File: config.mk
export PLATFORM = sky130hd
export DESIGN_NAME = joystick_axis_calibrate_scale_unit
export DESIGN_NICKNAME = d
export VERILOG_FILES = /design/src/design/jacs_pkg.sv /design/src/design/jacs_lane.sv /design/src/design/jacs_merge.sv /design/src/design/joystick_axis_calibrate_scale_unit.sv
export SDC_FILE = /design/constraint.sdc
export NUM_CORES = 1
export LEC_CHECK = 0
export ABC_AREA = 1
export BUFFER_PORTS_ARGS = -buffer_cell sky130_fd_sc_hd__buf_4
export CELL_PAD_IN_SITES_DETAIL_PLACEMENT = 1
export CELL_PAD_IN_SITES_GLOBAL_PLACEMENT = 2
export CORE_MARGIN = 2
export CORE_UTILIZATION = 34
export DETAILED_ROUTE_END_ITERATION = 8
export HOLD_SLACK_MARGIN = 0.12
export PLACE_DENSITY_LB_ADDON = 0.05
export SETUP_SLACK_MARGIN = 0.02
export SYNTH_ARGS = -nofsm -noshare
export SYNTH_HDL_FRONTEND = slang
export SYNTH_SLANG_ARGS = --single-unit
File: constraint.sdc
create_clock -name clock -period 5.2 [get_ports clock]
set_clock_uncertainty 0.1 [all_clocks]
set_input_delay 0.52 -clock clock [delete_from_list [all_inputs] [get_ports clock]]
set_output_delay 0.52 -clock clock [all_outputs]
set_load 0.01 [all_outputs]
File: src/design/jacs_pkg.sv
// ----------------------------------------------------------------------------
// jacs_pkg
// Shared types and constants of the joystick axis calibrate and scale unit.
// ----------------------------------------------------------------------------
package jacs_pkg;

   localparam int LANES     = 4;
   localparam int SAMPLE_W  = 12;
   localparam int SCALE_W   = 8;
   localparam int FAULT_W   = LANES;
   localparam int DIV_STEPS = 9;
   localparam int CNT_W     = $clog2(DIV_STEPS);

   localparam logic [SCALE_W-2:0] SAT_MAG = 7'd127;

   localparam logic [1:0] KIND_START   = 2'd0;
   localparam logic [1:0] KIND_CAL     = 2'd1;
   localparam logic [1:0] KIND_CONVERT = 2'd2;

   typedef struct packed {
      logic [1:0]          kind;
      logic [SAMPLE_W-1:0] sample_a;
      logic [SAMPLE_W-1:0] sample_b;
      logic [SAMPLE_W-1:0] sample_c;
      logic [SAMPLE_W-1:0] sample_d;
   } req_word_type;

   typedef struct packed {
      logic signed [SCALE_W-1:0] scaled_a;
      logic signed [SCALE_W-1:0] scaled_b;
      logic signed [SCALE_W-1:0] scaled_c;
      logic signed [SCALE_W-1:0] scaled_d;
      logic [FAULT_W-1:0]        range_fault;
   } rsp_word_type;

   typedef struct packed {
      logic clear;
      logic widen;
      logic load;
      logic setup;
      logic step;
   } lane_ctrl_type;

   typedef struct packed {
      logic signed [SCALE_W-1:0] scaled;
      logic                      fault;
   } lane_res_type;

endpackage

File: src/design/jacs_lane.sv
// ----------------------------------------------------------------------------
// jacs_lane
// One axis: min/max marks, offset and scale setup, shift-subtract divider.
// ----------------------------------------------------------------------------
module jacs_lane #(
   parameter int SAMPLE_BITS = 12
) (
   input  logic                          clock,
   input  logic                          reset,
   input  jacs_pkg::lane_ctrl_type       ctrl,
   input  logic [jacs_pkg::SAMPLE_W-1:0] sample,
   output jacs_pkg::lane_res_type        res
);

   localparam int SW = SAMPLE_BITS;
   localparam int WW = SW + 10;
   localparam int QW = jacs_pkg::DIV_STEPS;

   logic [SW-1:0] s;
   logic [SW-1:0] low_ff, low_in, high_ff, high_in, x_ff;
   logic [WW-1:0] rem_ff, dvs_ff;
   logic [QW-1:0] quo_ff;
   logic          neg_ff, fault_ff;

   logic signed [SW:0]   r_s, d_s;
   logic signed [SW+2:0] t_s;
   logic signed [WW-1:0] num_s;
   logic [WW-1:0]        mag, den_sh;
   logic [SW:0]          den;
   logic                 fault, ge;
   logic [jacs_pkg::SCALE_W-2:0] mag_q;

   generate
      if (SW >= jacs_pkg::SAMPLE_W) begin : g_wide
         assign s = SW'(sample);
      end else begin : g_narrow
         assign s = sample[SW-1:0];
      end
   endgenerate

   always_comb begin
      low_in  = low_ff;
      high_in = high_ff;
      if (ctrl.clear) begin
         low_in  = '1;
         high_in = '0;
      end else if (ctrl.widen) begin
         if (s < low_ff) low_in = s;
         if (s > high_ff) high_in = s;
      end
   end

   always_ff @(posedge clock) begin
      if (reset) begin
         low_ff  <= '0;
         high_ff <= '0;
      end else begin
         low_ff  <= low_in;
         high_ff <= high_in;
      end
   end

   // numerator 127*(2*(x-min)-range), denominator 2*range
   always_comb begin
      r_s    = $signed({1'b0, high_ff}) - $signed({1'b0, low_ff});
      d_s    = $signed({1'b0, x_ff}) - $signed({1'b0, low_ff});
      t_s    = ((SW+3)'(d_s) <<< 1) - (SW+3)'(r_s);
      num_s  = (WW'(t_s) <<< 7) - WW'(t_s);
      mag    = num_s[WW-1] ? $unsigned(-num_s) : $unsigned(num_s);
      den    = {r_s[SW-1:0], 1'b0};
      den_sh = WW'({den, (QW-1)'(0)});
      fault  = r_s[SW] || (r_s == '0);
   end

   assign ge = (rem_ff >= dvs_ff);

   always_ff @(posedge clock) begin
      if (ctrl.load) x_ff <= s;
      if (ctrl.setup) begin
         rem_ff   <= mag;
         dvs_ff   <= den_sh;
         quo_ff   <= '0;
         neg_ff   <= num_s[WW-1];
         fault_ff <= fault;
      end else if (ctrl.step) begin
         if (ge) rem_ff <= rem_ff - dvs_ff;
         quo_ff <= {quo_ff[QW-2:0], ge};
         dvs_ff <= dvs_ff >> 1;
      end
   end

   // quotient magnitude saturates at 127, sign gives truncation toward zero
   always_comb begin
      mag_q = (quo_ff > QW'(jacs_pkg::SAT_MAG)) ? jacs_pkg::SAT_MAG
                                                 : quo_ff[jacs_pkg::SCALE_W-2:0];
      res.fault = fault_ff;
      if (fault_ff) begin
         res.scaled = '0;
      end else if (neg_ff) begin
         res.scaled = -$signed({1'b0, mag_q});
      end else begin
         res.scaled = $signed({1'b0, mag_q});
      end
   end

endmodule

File: src/design/jacs_merge.sv
// ----------------------------------------------------------------------------
// jacs_merge
// Gathers the lane results into one response word and holds it for output.
// ----------------------------------------------------------------------------
module jacs_merge (
   input  logic                   clock,
   input  logic                   reset,
   input  logic                   capture,
   input  jacs_pkg::lane_res_type res [jacs_pkg::LANES],
   input  logic                   rsp_stall,
   output logic                   rsp_valid,
   output jacs_pkg::rsp_word_type rsp_data,
   output logic                   out_free
);

   logic                   valid_ff, valid_in;
   jacs_pkg::rsp_word_type data_ff, data_in;

   assign out_free = !valid_ff || !rsp_stall;

   always_comb begin
      valid_in = valid_ff;
      if (capture) begin
         valid_in = 1'b1;
      end else if (!rsp_stall) begin
         valid_in = 1'b0;
      end
      data_in.scaled_a    = res[0].scaled;
      data_in.scaled_b    = res[1].scaled;
      data_in.scaled_c    = res[2].scaled;
      data_in.scaled_d    = res[3].scaled;
      data_in.range_fault = {res[3].fault, res[2].fault, res[1].fault, res[0].fault};
   end

   always_ff @(posedge clock) begin
      if (reset) begin
         valid_ff <= 1'b0;
      end else begin
         valid_ff <= valid_in;
      end
   end

   always_ff @(posedge clock) begin
      if (capture) data_ff <= data_in;
   end

   assign rsp_valid = valid_ff;
   assign rsp_data  = data_ff;

endmodule

File: src/design/joystick_axis_calibrate_scale_unit.sv
// ----------------------------------------------------------------------------
// joystick_axis_calibrate_scale_unit
// Min/max calibration and signed 8-bit normalization of joystick axes.
// ----------------------------------------------------------------------------
// req_ channel: one word carries a kind code and one sample per axis.
//   start word clears the marks (min to full scale, max to 0), calibration
//   word widens them; neither gives a response.
// convert word: every axis lane works in parallel and one rsp_ word comes
//   back with four scaled positions and a range fault bit per axis.
// convert sequence: after the convert word is taken, the lanes pass through
//   one setup step, nine shift-subtract steps of the lane divider and one
//   capture step, after which rsp_valid rises; req_stall is high from
//   acceptance until capture, and capture waits while the output is held.
// the output register is separate from the lanes: a new word is taken
//   while a response waits; when rsp_stall holds a response, a later
//   convert word finishes and waits in its lanes until the register frees.
// reset clears both marks of every axis to 0, so a convert before any
//   calibration reports a range fault on every axis.
// ----------------------------------------------------------------------------
module joystick_axis_calibrate_scale_unit #(
   parameter int AXES        = 4,
   parameter int SAMPLE_BITS = 12
) (
   input  logic                   clock,
   input  logic                   reset,
   input  logic                   req_valid,
   output logic                   req_stall,
   input  jacs_pkg::req_word_type req_data,
   output logic                   rsp_valid,
   input  logic                   rsp_stall,
   output jacs_pkg::rsp_word_type rsp_data
);

   localparam logic [1:0] ST_IDLE  = 2'd0;
   localparam logic [1:0] ST_SETUP = 2'd1;
   localparam logic [1:0] ST_DIV   = 2'd2;
   localparam logic [1:0] ST_PUSH  = 2'd3;

   logic [1:0]                   state_ff, state_in;
   logic [jacs_pkg::CNT_W-1:0]   cnt_ff, cnt_in;
   logic                         accept, capture, out_free;
   jacs_pkg::lane_ctrl_type      ctrl;
   jacs_pkg::lane_res_type       res [jacs_pkg::LANES];
   logic [jacs_pkg::SAMPLE_W-1:0] samples [jacs_pkg::LANES];

   assign samples[0] = req_data.sample_a;
   assign samples[1] = req_data.sample_b;
   assign samples[2] = req_data.sample_c;
   assign samples[3] = req_data.sample_d;

   assign req_stall = (state_ff != ST_IDLE);
   assign accept    = req_valid && !req_stall;
   assign capture   = (state_ff == ST_PUSH) && out_free;

   always_comb begin
      ctrl.clear = accept && (req_data.kind == jacs_pkg::KIND_START);
      ctrl.widen = accept && (req_data.kind == jacs_pkg::KIND_CAL);
      ctrl.load  = accept && (req_data.kind == jacs_pkg::KIND_CONVERT);
      ctrl.setup = (state_ff == ST_SETUP);
      ctrl.step  = (state_ff == ST_DIV);
   end

   always_comb begin
      state_in = state_ff;
      cnt_in   = cnt_ff;
      unique case (state_ff)
         ST_IDLE: begin
            if (ctrl.load) state_in = ST_SETUP;
         end
         ST_SETUP: begin
            state_in = ST_DIV;
            cnt_in   = '0;
         end
         ST_DIV: begin
            cnt_in = cnt_ff + 1'b1;
            if (cnt_ff == jacs_pkg::CNT_W'(jacs_pkg::DIV_STEPS - 1)) state_in = ST_PUSH;
         end
         ST_PUSH: begin
            if (out_free) state_in = ST_IDLE;
         end
         default: begin
            state_in = ST_IDLE;
         end
      endcase
   end

   always_ff @(posedge clock) begin
      if (reset) begin
         state_ff <= ST_IDLE;
         cnt_ff   <= '0;
      end else begin
         state_ff <= state_in;
         cnt_ff   <= cnt_in;
      end
   end

   genvar i;
   generate
      for (i = 0; i < jacs_pkg::LANES; i++) begin : g_lane
         if (i < AXES) begin : g_on
            jacs_lane #(
               .SAMPLE_BITS(SAMPLE_BITS)
            ) u_lane (
               .clock (clock),
               .reset (reset),
               .ctrl  (ctrl),
               .sample(samples[i]),
               .res   (res[i])
            );
         end else begin : g_off
            assign res[i] = '0;
         end
      end
   endgenerate

   jacs_merge u_merge (
      .clock    (clock),
      .reset    (reset),
      .capture  (capture),
      .res      (res),
      .rsp_stall(rsp_stall),
      .rsp_valid(rsp_valid),
      .rsp_data (rsp_data),
      .out_free (out_free)
   );

   a_convert_starts: assert property (@(posedge clock) disable iff (reset)
      (accept && req_data.kind == jacs_pkg::KIND_CONVERT) |=> state_ff == ST_SETUP)
      else $error("convert word did not start the lanes");

   a_no_rsp_for_cal: assert property (@(posedge clock) disable iff (reset)
      (accept && req_data.kind != jacs_pkg::KIND_CONVERT && !rsp_valid) |=> !rsp_valid)
      else $error("response without a convert word");

   a_fault_zero: assert property (@(posedge clock) disable iff (reset)
      rsp_valid |-> !(rsp_data.range_fault[0] && rsp_data.scaled_a != 0))
      else $error("faulted axis gave a nonzero position");

   a_step_bound: assert property (@(posedge clock) disable iff (reset)
      state_ff == ST_DIV |-> cnt_ff < jacs_pkg::CNT_W'(jacs_pkg::DIV_STEPS))
      else $error("divider step count overran");

endmodule

# Word-level counts from Yosys, hierarchy flattened
# Cells that the tools add are included.
# W data, S select, Z words.
# word_totals
regBits,403
input_bits,54
output_inout_bits,38
word_cells,206
# classes
n_addsub,29
order_cmp,16
n_eq_ne,10
mux,51
n_bitwise,4
reduce_logical,48
# op_table
op,count
$mux W22,16
$mux W21,8
$mux W12,12
$sub A12 B12 Y13,8
$ge A22 B21 Y1,4
$neg A22 Y22,4
$sub A22 B15 Y22,4
$sub A22 B21 Y22,4
$sub A14 B13 Y15,4
$mux W7,8
$logic_not A13 Y1,4
$gt A12 B12 Y1,4
$lt A12 B12 Y1,4
$gt A9 B7 Y1 const B,4
$neg A7 Y8,4
$reduce_and A2 Y1,12
$reduce_bool A2 Y1,11
$reduce_or A2 Y1,5
$pmux W2 S4,1
$pmux W4 S2,1
$eq A2 B2 Y1 const B,3
$mux W2,3
$logic_and A1 B1 Y1,5
$logic_or A1 B1 Y1,5
other kinds (10),20

# Logic depth before layout (Yosys ltp)
# Gate-level depths: netlist of run 1.
# logic_depth
depth_word,6
ltp_mapped,43
depth_no_buf,43

# Cells and area by module
# Synthesis of run 1 repeated with hierarchy kept, for this count alone.
# hier_totals
hier_cells,4851
hier_area_um2,34961.0
# modules_own_cells
mod,instances,cells_per_inst,area_each_um2,seq_area_each_um2
jacs_lane (g_lane[1].g_on.u_lane ...),2,1170,8250.4,2282.2
jacs_lane (g_lane[0].g_on.u_lane),1,1221,8560.7,2282.2
jacs_lane (g_lane[3].g_on.u_lane),1,1187,8319.2,2282.2
jacs_merge,1,40,1119.8,1101.1
joystick_axis_calibrate_scale_unit,1,63,460.4,120.1

# Least setup slack after synthesis of run 1
# OpenSTA, ideal clock, no wires.
# synth_timing
path_type,flip-flop to flip-flop
startpoint,register g_lane[3].g_on.u_lane.x_ff[0]
endpoint,"register g_lane[3].g_on.u_lane.rem_ff[13], data pin"
t_arrival_ns,4.886
path_slack_ns,-0.054
path_stages_with_launch,35
synth_period_minus_slack_ns,5.254
cell_sequence,edfxtp_1 -> inv_1 -> ha_1 -> fa_1 -> nand3b_1 -> and2_1 -> nor2_1 -> o21ai_0 -> nand2_1 -> a21oi_1 -> o21ai_0 -> a21oi_1 -> o21bai_1 -> xor2_1 -> inv_1 -> ha_1 -> a21o_1 -> nand3_1 -> nand2_1 -> nor2_1 -> nand2_1 -> nand2_1 -> nand2_2 -> ha_1 -> a21oi_1 -> inv_1 -> a31oi_1 -> nor2_1 -> nor2_2 -> nand2_2 -> a21boi_4 -> buf_6 -> nand2_1 -> nor2_1 -> o22ai_2
# synth_between
word_cells_on_any_way,6
cone_classes,add/sub: 4; mux: 2
# synth_rtl
element,line,source
from (decl),jacs_lane.sv:20,"logic [SW-1:0] low_ff, low_in, high_ff, high_in, x_ff;"
from (signal assigned),jacs_lane.sv:78,if (ctrl.load) x_ff <= s;
$sub A12 B12 Y13,jacs_lane.sv:66,"d_s = $signed({1'b0, x_ff}) - $signed({1'b0, low_ff});"
$sub A14 B13 Y15,jacs_lane.sv:67,t_s = ((SW+3)'(d_s) <<< 1) - (SW+3)'(r_s);
$sub A22 B15 Y22,jacs_lane.sv:68,num_s = (WW'(t_s) <<< 7) - WW'(t_s);
via g_lane[3].g_on.u_lane.num_s[21],jacs_lane.sv:27,logic signed [WW-1:0] num_s;
$mux W22,jacs_lane.sv:69,mag = num_s[WW-1] ? $unsigned(-num_s) : $unsigned(num_s);
$mux W22,jacs_lane.sv:79,if (ctrl.setup) begin
to (signal assigned),jacs_lane.sv:80,rem_ff <= mag;
to (signal assigned),jacs_lane.sv:86,if (ge) rem_ff <= rem_ff - dvs_ff;
to (decl),jacs_lane.sv:21,"logic [WW-1:0] rem_ff, dvs_ff;"
# The timed path passes the listed nets, and every way through them passes these cells.
# A chain may end at the register's enable or synchronous reset.

# Worst setup path in the final report of run 1
# layout_timing
startpoint,register g_lane[3].g_on.u_lane.x_ff[0]
endpoint,"register g_lane[3].g_on.u_lane.rem_ff[14], data pin"
# layout_between
elab_chain_len,6
# layout_rtl
element,line
$sub A12 B12 Y13 *,jacs_lane.sv:66
$sub A14 B13 Y15 *,jacs_lane.sv:67
$sub A22 B15 Y22 *,jacs_lane.sv:68
$neg A22 Y22,jacs_lane.sv:69
$mux W22 *,jacs_lane.sv:69
$mux W22 *,jacs_lane.sv:79
# Mark *: on every way between the ends. The rest lies on a longest branch, timed or not.

==> flow_metrics.env, run 1 <==
export IMPL_drc=0
export IMPL_synth_top_cells_by_area="edfxtp_1 (20%), ha_1 (14%), nand2_1 (11%)"
export IMPL_most_common_layout_cells="buf_4 (839), nand2_1 (825), inv_1 (684), a21oi_1 (320), nor2_1 (313)"
export IMPL_cpMostUsedCell="nand2_1"
export IMPL_clk_pin_slew_ns=0.06
export IMPL_die_area_mm2=0.104
export IMPL_post_drt_wl_per_cell_um=17.2
export IMPL_via_per_inst=4.97
export IMPL_globalplace_congestion=0.808
export IMPL_worstPathRequired_ns=5.50
export IMPL_synthSimpleGateAreaFrac=0.260
export IMPL_start_util=0.344
export IMPL_synth_top_area_share=0.199
export IMPL_nNetsFinal=6223
export IMPL_max_stage_delay_ns=0.36
export IMPL_drt_initial_drc_count=1350
export IMPL_tritoncts="yes"
export IMPL_synth_cell_types=60
export IMPL_synth_seq_area_share=0.300
export IMPL_setup_viol=50
export IMPL_setup_ws_ns=-0.121
export IMPL_status="finished with violations"
export IMPL_worstSetupPathType="reg -> reg"
export IMPL_antenna_found_initial=1
export IMPL_diodes=0
export IMPL_cts_root_buffer="clkbuf_16"
export IMPL_cp_arrival_ns=5.62
export IMPL_core_area_mm2=0.100
export IMPL_top_level_ports=92
export IMPL_final_common_cell="buf_4"
export IMPL_ant_nets=0
export IMPL_synth_compound_area_share=0.163
export IMPL_yosysWarnings=0
export IMPL_synth_edf_count=228
export IMPL_fp_dieW_um=322
export IMPL_muxShareOfSynthArea=0
export IMPL_die_y_um=322
export IMPL_syn2layout_area_growth_pct=44.5
export IMPL_cts_htree_levels=2
export IMPL_cts_made_buffers=51
export IMPL_hold_path_class="in -> reg"
export IMPL_endpoint_kind="register"
export IMPL_via_count=35600
export IMPL_clock_sinks=403
export IMPL_hold_path_depth=2
export IMPL_syn_num_nets=5296
export IMPL_period_needed_ns=5.32
export IMPL_syn_inst=4839
export IMPL_grt_max_degree=89
export IMPL_worstRegToRegCells=36
export IMPL_grt_pass1_vias=36600
export IMPL_rows=116
export IMPL_final_layout_size_suffix_gt1_frac=0.325
export IMPL_clock_path_buffers=3
export IMPL_async_flop_share=0
export IMPL_synthFlopType="edfxtp_1"
export IMPL_violations="negative setup slack"
export IMPL_max_cap_violations=0
export IMPL_grt_ovfl_total=0
export IMPL_drv_slew=0
export IMPL_wl_um=123000
export IMPL_grt_pass1_wl_um=193000
export IMPL_synthAdderAreaFrac=0.150
export IMPL_grt_setup_unrepaired="yes"
export IMPL_portBuffers=91
export IMPL_synth_xor_area_frac=0.0333
export IMPL_tightest_slew_ns=1.25
export IMPL_max_freq_mhz=188
export IMPL_synth_top_family_by_area="simple AND/OR/NAND/NOR gates"
export IMPL_start_kind="register"
export IMPL_slew_headroom=0.162
export IMPL_grtUsageTotal=0.229
export IMPL_cpMaxStageDelayCell="edfxtp_1"
export IMPL_timing_hold_violations_final=0
export IMPL_syn_area_mm2=0.0345
export IMPL_fin_crit_sh=1.02
export IMPL_synth_top_cell_by_area="edfxtp_1"
export IMPL_synth_seq_cells=403
export IMPL_drtPass1Iterations=5
export IMPL_tns_ns=-2.01
export IMPL_clk_latency_ns=0.64
export IMPL_crit_fanout=7
export IMPL_synth_avg_cell_area_um2=7.13
export IMPL_dp_hpwl_um=92100
## critical path: cells and delay by family (launching register included)
family | cells | cell delay [ns]
buf+inv | 5 | 0.48
xor+xnor | 1 | 0.18
compound gates | 9 | 1.16
flops | 1 | 0.36
simple gates | 17 | 1.75
fa+ha+maj | 4 | 1.03
## synthesized netlist by cell type, types with 11 or more instances
library cell and number:
nor2_1 401, clkbuf_1 76, o21bai_1 29, a31oi_1 17, or2_2 20, and2_1 19
dfxtp_1 175, xnor2_1 40, nor2_2 17, a21o_1 11, nand3_1 299, ha_1 387
o21ai_1 24, o211ai_1 12, nand4_1 68, edfxtp_1 228, nand2_1 1030, o21a_1 14
xor2_1 80, nand3_2 12, fa_1 16, o21ai_0 305, nand2_2 38, o22ai_1 49
inv_1 743, a211oi_1 94, a21oi_1 406, nor3_1 99, nand3b_1 32
## final cells by class
type	instances	area [um2]
timing repair inverter	1	7.51
inverter	756	2890
tap	1357	1700
timing repair buffer	965	7810
multi-input combinational	3588	25300
clock inverter	21	268
sequential	403	10400
clock buffer	74	1520
fill	12200	50400
## stage by stage
step	instances	setup slack (ns)	hold slack, ns	cell area [um2]	util
4_1_cts	7102	-0.253	0.307	46800	0.466
3_5_place_dp	6837	-0.581	0.357	41400	0.413
5_1_grt	7165	-0.473	0.346	49800	0.497
6_report	7165	-0.121	0.355	49800	0.497
3_3_place_gp	6837	-0.507	0.353	41400	0.413
2_1_floorplan	4839	0.0209	0.344	34500	-
## state kept, by name, indices dropped and copies added (netlist names)
name and flops:
cnt_ff 4, g_lane.g_on.u_lane.dvs_ff 84, g_lane.g_on.u_lane.fault_ff 4, g_lane.g_on.u_lane.high_ff 48, g_lane.g_on.u_lane.low_ff 48, g_lane.g_on.u_lane.neg_ff 4, g_lane.g_on.u_lane.quo_ff 36, g_lane.g_on.u_lane.rem_ff 88
g_lane.g_on.u_lane.x_ff 48, state_ff 2, u_merge.rsp_data 36, u_merge.rsp_valid 1
## cells by family after synthesis
kind of cell             after synthesis
AO/OA/AOI/OAI                        996
XOR/XNOR                             126
adder cells (fa/ha/maj)              403
buffers and inverters                849
flip-flops                           403
AND/OR/NAND/NOR                     2062
## path summary, 6_finish.rpt
check,end,startpoint,slack [ns]
max,g_lane[3].g_on.u_lane.rem_ff[14]$_DFFE_PP_,g_lane[3].g_on.u_lane.x_ff[0]$_DFFE_PP_,-0.12
min,g_lane[2].g_on.u_lane.low_ff[9]$_SDFFE_PP0P_,reset,0.35
max reg2reg,g_lane[3].g_on.u_lane.rem_ff[14]$_DFFE_PP_,g_lane[3].g_on.u_lane.x_ff[0]$_DFFE_PP_,-0.12
min reg2reg,g_lane[2].g_on.u_lane.low_ff[5]$_SDFFE_PP0P_,g_lane[2].g_on.u_lane.low_ff[5]$_SDFFE_PP0P_,0.36
## what timing repair did
| item | CTS | global route |
|---|---|---|
| cloned | 6 | 1 |
| hold endpoints to repair | 121 | 0 |
| setup buffers | 119 | 76 |
| hold buffers | 49 | 0 |
| resized for setup | 519 | 604 |
| setup endpoints to repair | 88 | 88 |
| pin swaps | 274 | 378 |
## layer usage
layer / vias up / wire length [um] / global-route usage
met3: 130 / 2730 / 0.0252
met2: 291 / 62200 / 0.415
met5: - / 12 / 0
met4: 2 / 2990 / 0.0594
met1: 17100 / 55200 / 0.288
li1: 18100 / - / -
Power of run 1 is not shown: default switching activity piles up to over one toggle a cycle in this logic, so the estimate is an artifact.
==> run 2: changes to the inputs <==
- ABC_AREA: 1 -> not set
- CORE_UTILIZATION: 34 -> 37
==> run 2 against run 1 <==
Synthesized cell count down 19%. Via count down 9.5%. Register-to-register slack worse by 0.87 ns. The flow still finishes with violations (negative setup slack). Die area is 9.9% lower. Maximum frequency shrank 14%. Synthesized area shrank 2.1%. Global-route usage up 0.74 points.
==> flow_metrics.env, run 2 <==
export IMPL_status="finished with violations"
export IMPL_violations="negative setup slack"
export IMPL_rows=110
export IMPL_final_common_cell="buf_4"
export IMPL_start_util=0.374
export IMPL_largest_reg_flops=88
export IMPL_setup_viol=88
export IMPL_yosysWarnings=0
export IMPL_die_y_um=306
export IMPL_grt_pass1_vias=34000
export IMPL_setup_ws_ns=-0.993
export IMPL_syn_area_mm2=0.0338
export IMPL_slew_headroom=0.200
export IMPL_cts_made_buffers=51
export IMPL_clk_pin_slew_ns=0.06
export IMPL_grtUsageTotal=0.237
export IMPL_max_freq_mhz=161
export IMPL_drt_initial_drc_count=1342
export IMPL_top_level_ports=92
export IMPL_post_drt_wl_per_cell_um=18.5
export IMPL_cp_top_family="compound AO/OA/AOI/OAI gates"
export IMPL_fp_dieW_um=306
export IMPL_dp_hpwl_um=84400
export IMPL_portBuffers=91
export IMPL_synth_seq_area_share=0.307
export IMPL_largest_register="g_lane.g_on.u_lane.rem_ff"
export IMPL_largestRegisters="g_lane.g_on.u_lane.rem_ff (88), g_lane.g_on.u_lane.dvs_ff (84)"
export IMPL_synth_avg_cell_area_um2=8.65
export IMPL_synth_edf_count=228
export IMPL_drtPass1Iterations=5
export IMPL_cp_arrival_ns=6.58
export IMPL_worstSetupPathType="reg -> reg"
export IMPL_grt_ovfl_total=0
export IMPL_synth_top_cells_by_area="edfxtp_1 (20%), ha_1 (14%), dfxtp_1 (10%)"
export IMPL_max_stage_delay_ns=0.50
export IMPL_tritoncts="yes"
export IMPL_timing_hold_violations_final=0
export IMPL_synth_top_cell_by_area="edfxtp_1"
export IMPL_tns_ns=-65.99
export IMPL_syn_num_nets=4358
export IMPL_drv_slew=0
export IMPL_synthFlopType="edfxtp_1"
export IMPL_final_layout_size_suffix_gt1_frac=0.352
export IMPL_fin_crit_sh=1.19
export IMPL_grt_max_degree=114
export IMPL_endpoint_kind="register"
export IMPL_synth_common_cells="nor2_1 (421), ha_1 (387), inv_1 (383)"
export IMPL_drc=0
export IMPL_crit_fanout=3
export IMPL_max_cap_violations=0
export IMPL_grt_setup_unrepaired="yes"
export IMPL_cpMostUsedCell="a21o_1"
export IMPL_synth_seq_cells=403
export IMPL_clk_latency_ns=0.63
export IMPL_hold_path_class="reg -> reg"
export IMPL_start_kind="register"
export IMPL_antenna_found_initial=12
export IMPL_synth_top_area_share=0.203
export IMPL_post_synth_top_count_cell="nor2_1"
export IMPL_ant_nets=0
export IMPL_wl_um=113000
export IMPL_clock_sinks=403
export IMPL_period_needed_ns=6.19
export IMPL_globalplace_congestion=0.848
export IMPL_via_count=32300
export IMPL_synth_cell_types=101
export IMPL_syn2layout_area_growth_pct=43.7
export IMPL_core_area_mm2=0.0903
export IMPL_grt_pass1_wl_um=181000
export IMPL_async_flop_share=0
export IMPL_most_common_layout_cells="buf_4 (953), nor2_1 (381), inv_1 (347), ha_1 (323), edfxtp_1 (228)"
export IMPL_clock_path_buffers=3
export IMPL_via_per_inst=5.26
export IMPL_tightest_slew_ns=1.18
export IMPL_cpMaxStageDelayCell="o21ai_0"
export IMPL_cts_root_buffer="clkbuf_16"
export IMPL_die_area_mm2=0.0937
export IMPL_worstPathRequired_ns=5.59
export IMPL_syn_inst=3901
export IMPL_cts_htree_levels=2
export IMPL_path_buf_inv=4
export IMPL_nNetsFinal=5362
export IMPL_n_fill_cell=10400
run 2: worst register-to-register path: cells and delay by family (launching register included):
kind / cells / cell delay (ns)
AOI/OAI and AO/OA: 15 / 2.87
xor gates and xnor gates: 2 / 0.35
adders and majority gates: 3 / 0.70
buffers and inverters: 4 / 0.37
DFF: 1 / 0.36
and+or+nand+nor: 6 / 1.31
run 2: through the flow:
stage               setup slack [ns]  hold slack, ns  instances  utilization  area (um2)
global route                   -1.29           0.451       6127        0.537       48500
detailed placement             -1.28           0.399       5824        0.470       42500
CTS                           -0.909           0.408       6069        0.519       46800
finish                        -0.993           0.402       6128        0.537       48500
global placement               -1.15           0.388       5824        0.470       42500
floorplan                     -0.798           0.324       3901            -       35000
run 2: metal layers:
layer | track usage | up-vias | part of all wire
li1 | - | 16000 | -
met1 | 0.320 | 15700 | 0.47
met2 | 0.410 | 367 | 0.48
met3 | 0.0227 | 130 | 0.032
met4 | 0.0510 | 6 | 0.020
met5 | 0 | - | 0.00026
run 2: kinds of logic after synthesis:
group	synth area share
buffers and inverters	0.0570
AOI/OAI and AO/OA	0.210
xor gates and xnor gates	0.0739
DFF	0.307
adders and majority gates	0.153
and+or+nand+nor	0.159
muxes	0.0398
run 2: final cells by class:
cell class              count  area (um2)  share of cell area
repair buffers           1062        8420               0.174
multi-input cells        3002       25100               0.517
flip-flops and latches    403       10400               0.214
diodes                      5        12.5            0.000258
clock buffers              77        1510              0.0311
clock inverters            18         125             0.00258
well taps                1176        1470              0.0303
inverters                 385        1490              0.0307
run 2: what timing repair did:
item	in CTS	in global routing
gates cloned	2	0
pin swaps	258	217
hold buffers	50	0
hold endpoints to repair	149	0
resized for setup	320	272
setup endpoints to repair	88	88
setup buffers	103	66
run 2: path summary, 6_finish.rpt:
path | startpoint | endpoint | slack, ns | depth (start not counted)
worst max-delay path | g_lane[1].g_on.u_lane.low_ff[1]$_SDFFE_PP0P_ | g_lane[1].g_on.u_lane.rem_ff[20]$_DFFE_PP_ | -0.99 | 30
worst min-delay path | cnt_ff[1]$_SDFFE_PP0P_ | cnt_ff[1]$_SDFFE_PP0P_ | 0.40 | 2
worst max register to register | g_lane[1].g_on.u_lane.low_ff[1]$_SDFFE_PP0P_ | g_lane[1].g_on.u_lane.rem_ff[20]$_DFFE_PP_ | -0.99 | 30
worst min register to register | cnt_ff[1]$_SDFFE_PP0P_ | cnt_ff[1]$_SDFFE_PP0P_ | 0.40 | 2
Power of run 2 is left out for the same reason.
==> run 3: changes to the inputs <==
- CAP_MARGIN: not set -> 10
- RECOVER_POWER: not set -> 100
==> run 3 against run 2 <==
The flow finishes with violations (max-capacitance violations, max-slew violations, negative setup slack). Sequential share of layout area up 0.17 points. Routed wire length barely moved. Register-to-register slack barely moved. Sequential cell count stayed put. Non-clock buffer count is the same. Critical path depth did not move. Critical path type unchanged. Highest routed layer unchanged.
==> flow_metrics.env, run 3 (synthesis gave the netlist of run 2 again) <==
export IMPL_start_util=0.374
export IMPL_tightest_slew_ns=3.58
export IMPL_place_ws_ns=-1.28
export IMPL_tritoncts="yes"
export IMPL_grtUsageTotal=0.237
export IMPL_largest_register="g_lane.g_on.u_lane.rem_ff"
export IMPL_place_area_mm2=0.0425
export IMPL_die_area_mm2=0.0937
export IMPL_rows=110
export IMPL_status="finished with violations"
export IMPL_grt_ovfl_total=0
export IMPL_drc=0
export IMPL_endpoint_kind="register"
export IMPL_largestRegisters="g_lane.g_on.u_lane.rem_ff (88), g_lane.g_on.u_lane.dvs_ff (84)"
export IMPL_timing_hold_violations_final=0
export IMPL_post_drt_wl_per_cell_um=18.5
export IMPL_drv_slew=239
export IMPL_max_stage_delay_ns=0.51
export IMPL_fin_area_mm2=0.0481
export IMPL_top_level_ports=92
export IMPL_syn2layout_area_growth_pct=42.6
export IMPL_clk_latency_ns=0.63
export IMPL_max_freq_mhz=161
export IMPL_start_kind="register"
export IMPL_worstSetupPathType="reg -> reg"
export IMPL_clock_sinks=403
export IMPL_most_common_layout_cells="buf_4 (861), nor2_1 (381), inv_1 (347), ha_1 (324), edfxtp_1 (228)"
export IMPL_period_needed_ns=6.19
export IMPL_clk_pin_slew_ns=0.06
export IMPL_worstRegToRegCells=30
export IMPL_via_count=32200
export IMPL_die_y_um=306
export IMPL_cpMostUsedCell="a21o_1"
export IMPL_cp_arrival_ns=6.59
export IMPL_cpMaxStageDelayCell="o21ai_0"
export IMPL_violations="max-capacitance violations, max-slew violations, negative setup slack"
export IMPL_cts_made_buffers=51
export IMPL_grt_pass1_wl_um=181000
export IMPL_wl_um=113000
export IMPL_n_fill_cell=10400
export IMPL_globalplace_congestion=0.848
export IMPL_grt_max_degree=114
export IMPL_worst_path_stages=30
export IMPL_worstPathRequired_ns=5.59
export IMPL_whs_ns=0.406
export IMPL_cp_top_family="compound AO/OA/AOI/OAI gates"
export IMPL_antenna_found_initial=12
export IMPL_grt_setup_unrepaired="yes"
export IMPL_setup_ws_ns=-0.995
export IMPL_core_area_mm2=0.0903
export IMPL_nNetsFinal=5362
export IMPL_hold_path_depth=2
export IMPL_hold_path_class="reg -> reg"
export IMPL_portBuffers=91
export IMPL_cts_root_buffer="clkbuf_16"
export IMPL_fin_crit_sh=1.19
export IMPL_drt_initial_drc_count=1295
export IMPL_setup_viol=88
export IMPL_drtPass1Iterations=6
export IMPL_ant_nets=0
export IMPL_via_per_inst=5.26
export IMPL_final_common_cell="buf_4"
export IMPL_final_layout_size_suffix_gt1_frac=0.333
export IMPL_largest_reg_flops=88
export IMPL_clock_path_buffers=3
export IMPL_max_cap_violations=5
export IMPL_slew_headroom=-1.39
export IMPL_grt_pass1_vias=34000
export IMPL_crit_fanout=3
export IMPL_dp_hpwl_um=84400
export IMPL_path_buf_inv=4
export IMPL_fp_dieW_um=306
export IMPL_cts_htree_levels=2
## run 3: cell count changes in the layout (fill, tap and decap cells not counted)
cell	delta
buf_4	-92
a21boi_4	-1
diode_2	-1
or2_2	-4
ha_1	+1
clkbuf_2	+1
a21boi_0	+1
or2_0	+4
clkbuf_1	+91
ha_4	-1
nor3b_1	+1
nor3b_2	-1
## run 3: per-layer routing
metal / global-route usage / vias to the layer above / wire (um)
met1: 0.320 / 15700 / 53600
li1: - / 16000 / -
met4: 0.0510 / 6 / 2270
met2: 0.410 / 369 / 54200
met3: 0.0227 / 131 / 3290
met5: 0 / - / 30
## run 3: through the flow
stage	TNS, ns	instances	utilization
after floorplan	-31.59	3901	-
after global placement	-76.50	5824	0.470
after detailed placement	-87.44	5824	0.470
after CTS	-65.04	6069	0.519
after global routing	-96.57	6127	0.533
final	-68.30	6127	0.533
## run 3: area by class of cell
class	count	area [um2]	share of cell area
antenna	4	10.0	0.000208
clock buffer	77	1510	0.0313
clock inverter	18	125	0.00260
inverter	385	1490	0.0309
multi-input combinational	3002	25100	0.521
sequential	403	10400	0.216
tap	1176	1470	0.0306
timing repair buffer	1062	8080	0.168
## run 3: path summary, 6_finish.rpt
path,startpoint,endpoint,slack [ns]
setup / recovery,g_lane[1].g_on.u_lane.low_ff[1]$_SDFFE_PP0P_,g_lane[1].g_on.u_lane.rem_ff[20]$_DFFE_PP_,-0.99
hold / removal,cnt_ff[1]$_SDFFE_PP0P_,cnt_ff[1]$_SDFFE_PP0P_,0.41
setup reg to reg,g_lane[1].g_on.u_lane.low_ff[1]$_SDFFE_PP0P_,g_lane[1].g_on.u_lane.rem_ff[20]$_DFFE_PP_,-0.99
hold reg to reg,cnt_ff[1]$_SDFFE_PP0P_,cnt_ff[1]$_SDFFE_PP0P_,0.41
## run 3: worst min-delay path, cell delays in order (launching register included)
cell     delay, ns
dfxtp_1       0.33
nand2_1       0.07
a21oi_1       0.05
## run 3: timing repair
item | CTS | global route
resized for setup | 320 | 272
setup endpoints to repair | 88 | 88
cloned | 2 | 0
setup buffers | 103 | 66
endpoints found under the hold margin | 149 | 0
pin swaps | 258 | 217
hold buffers | 50 | 0
Power of run 3 is left out for the same reason.
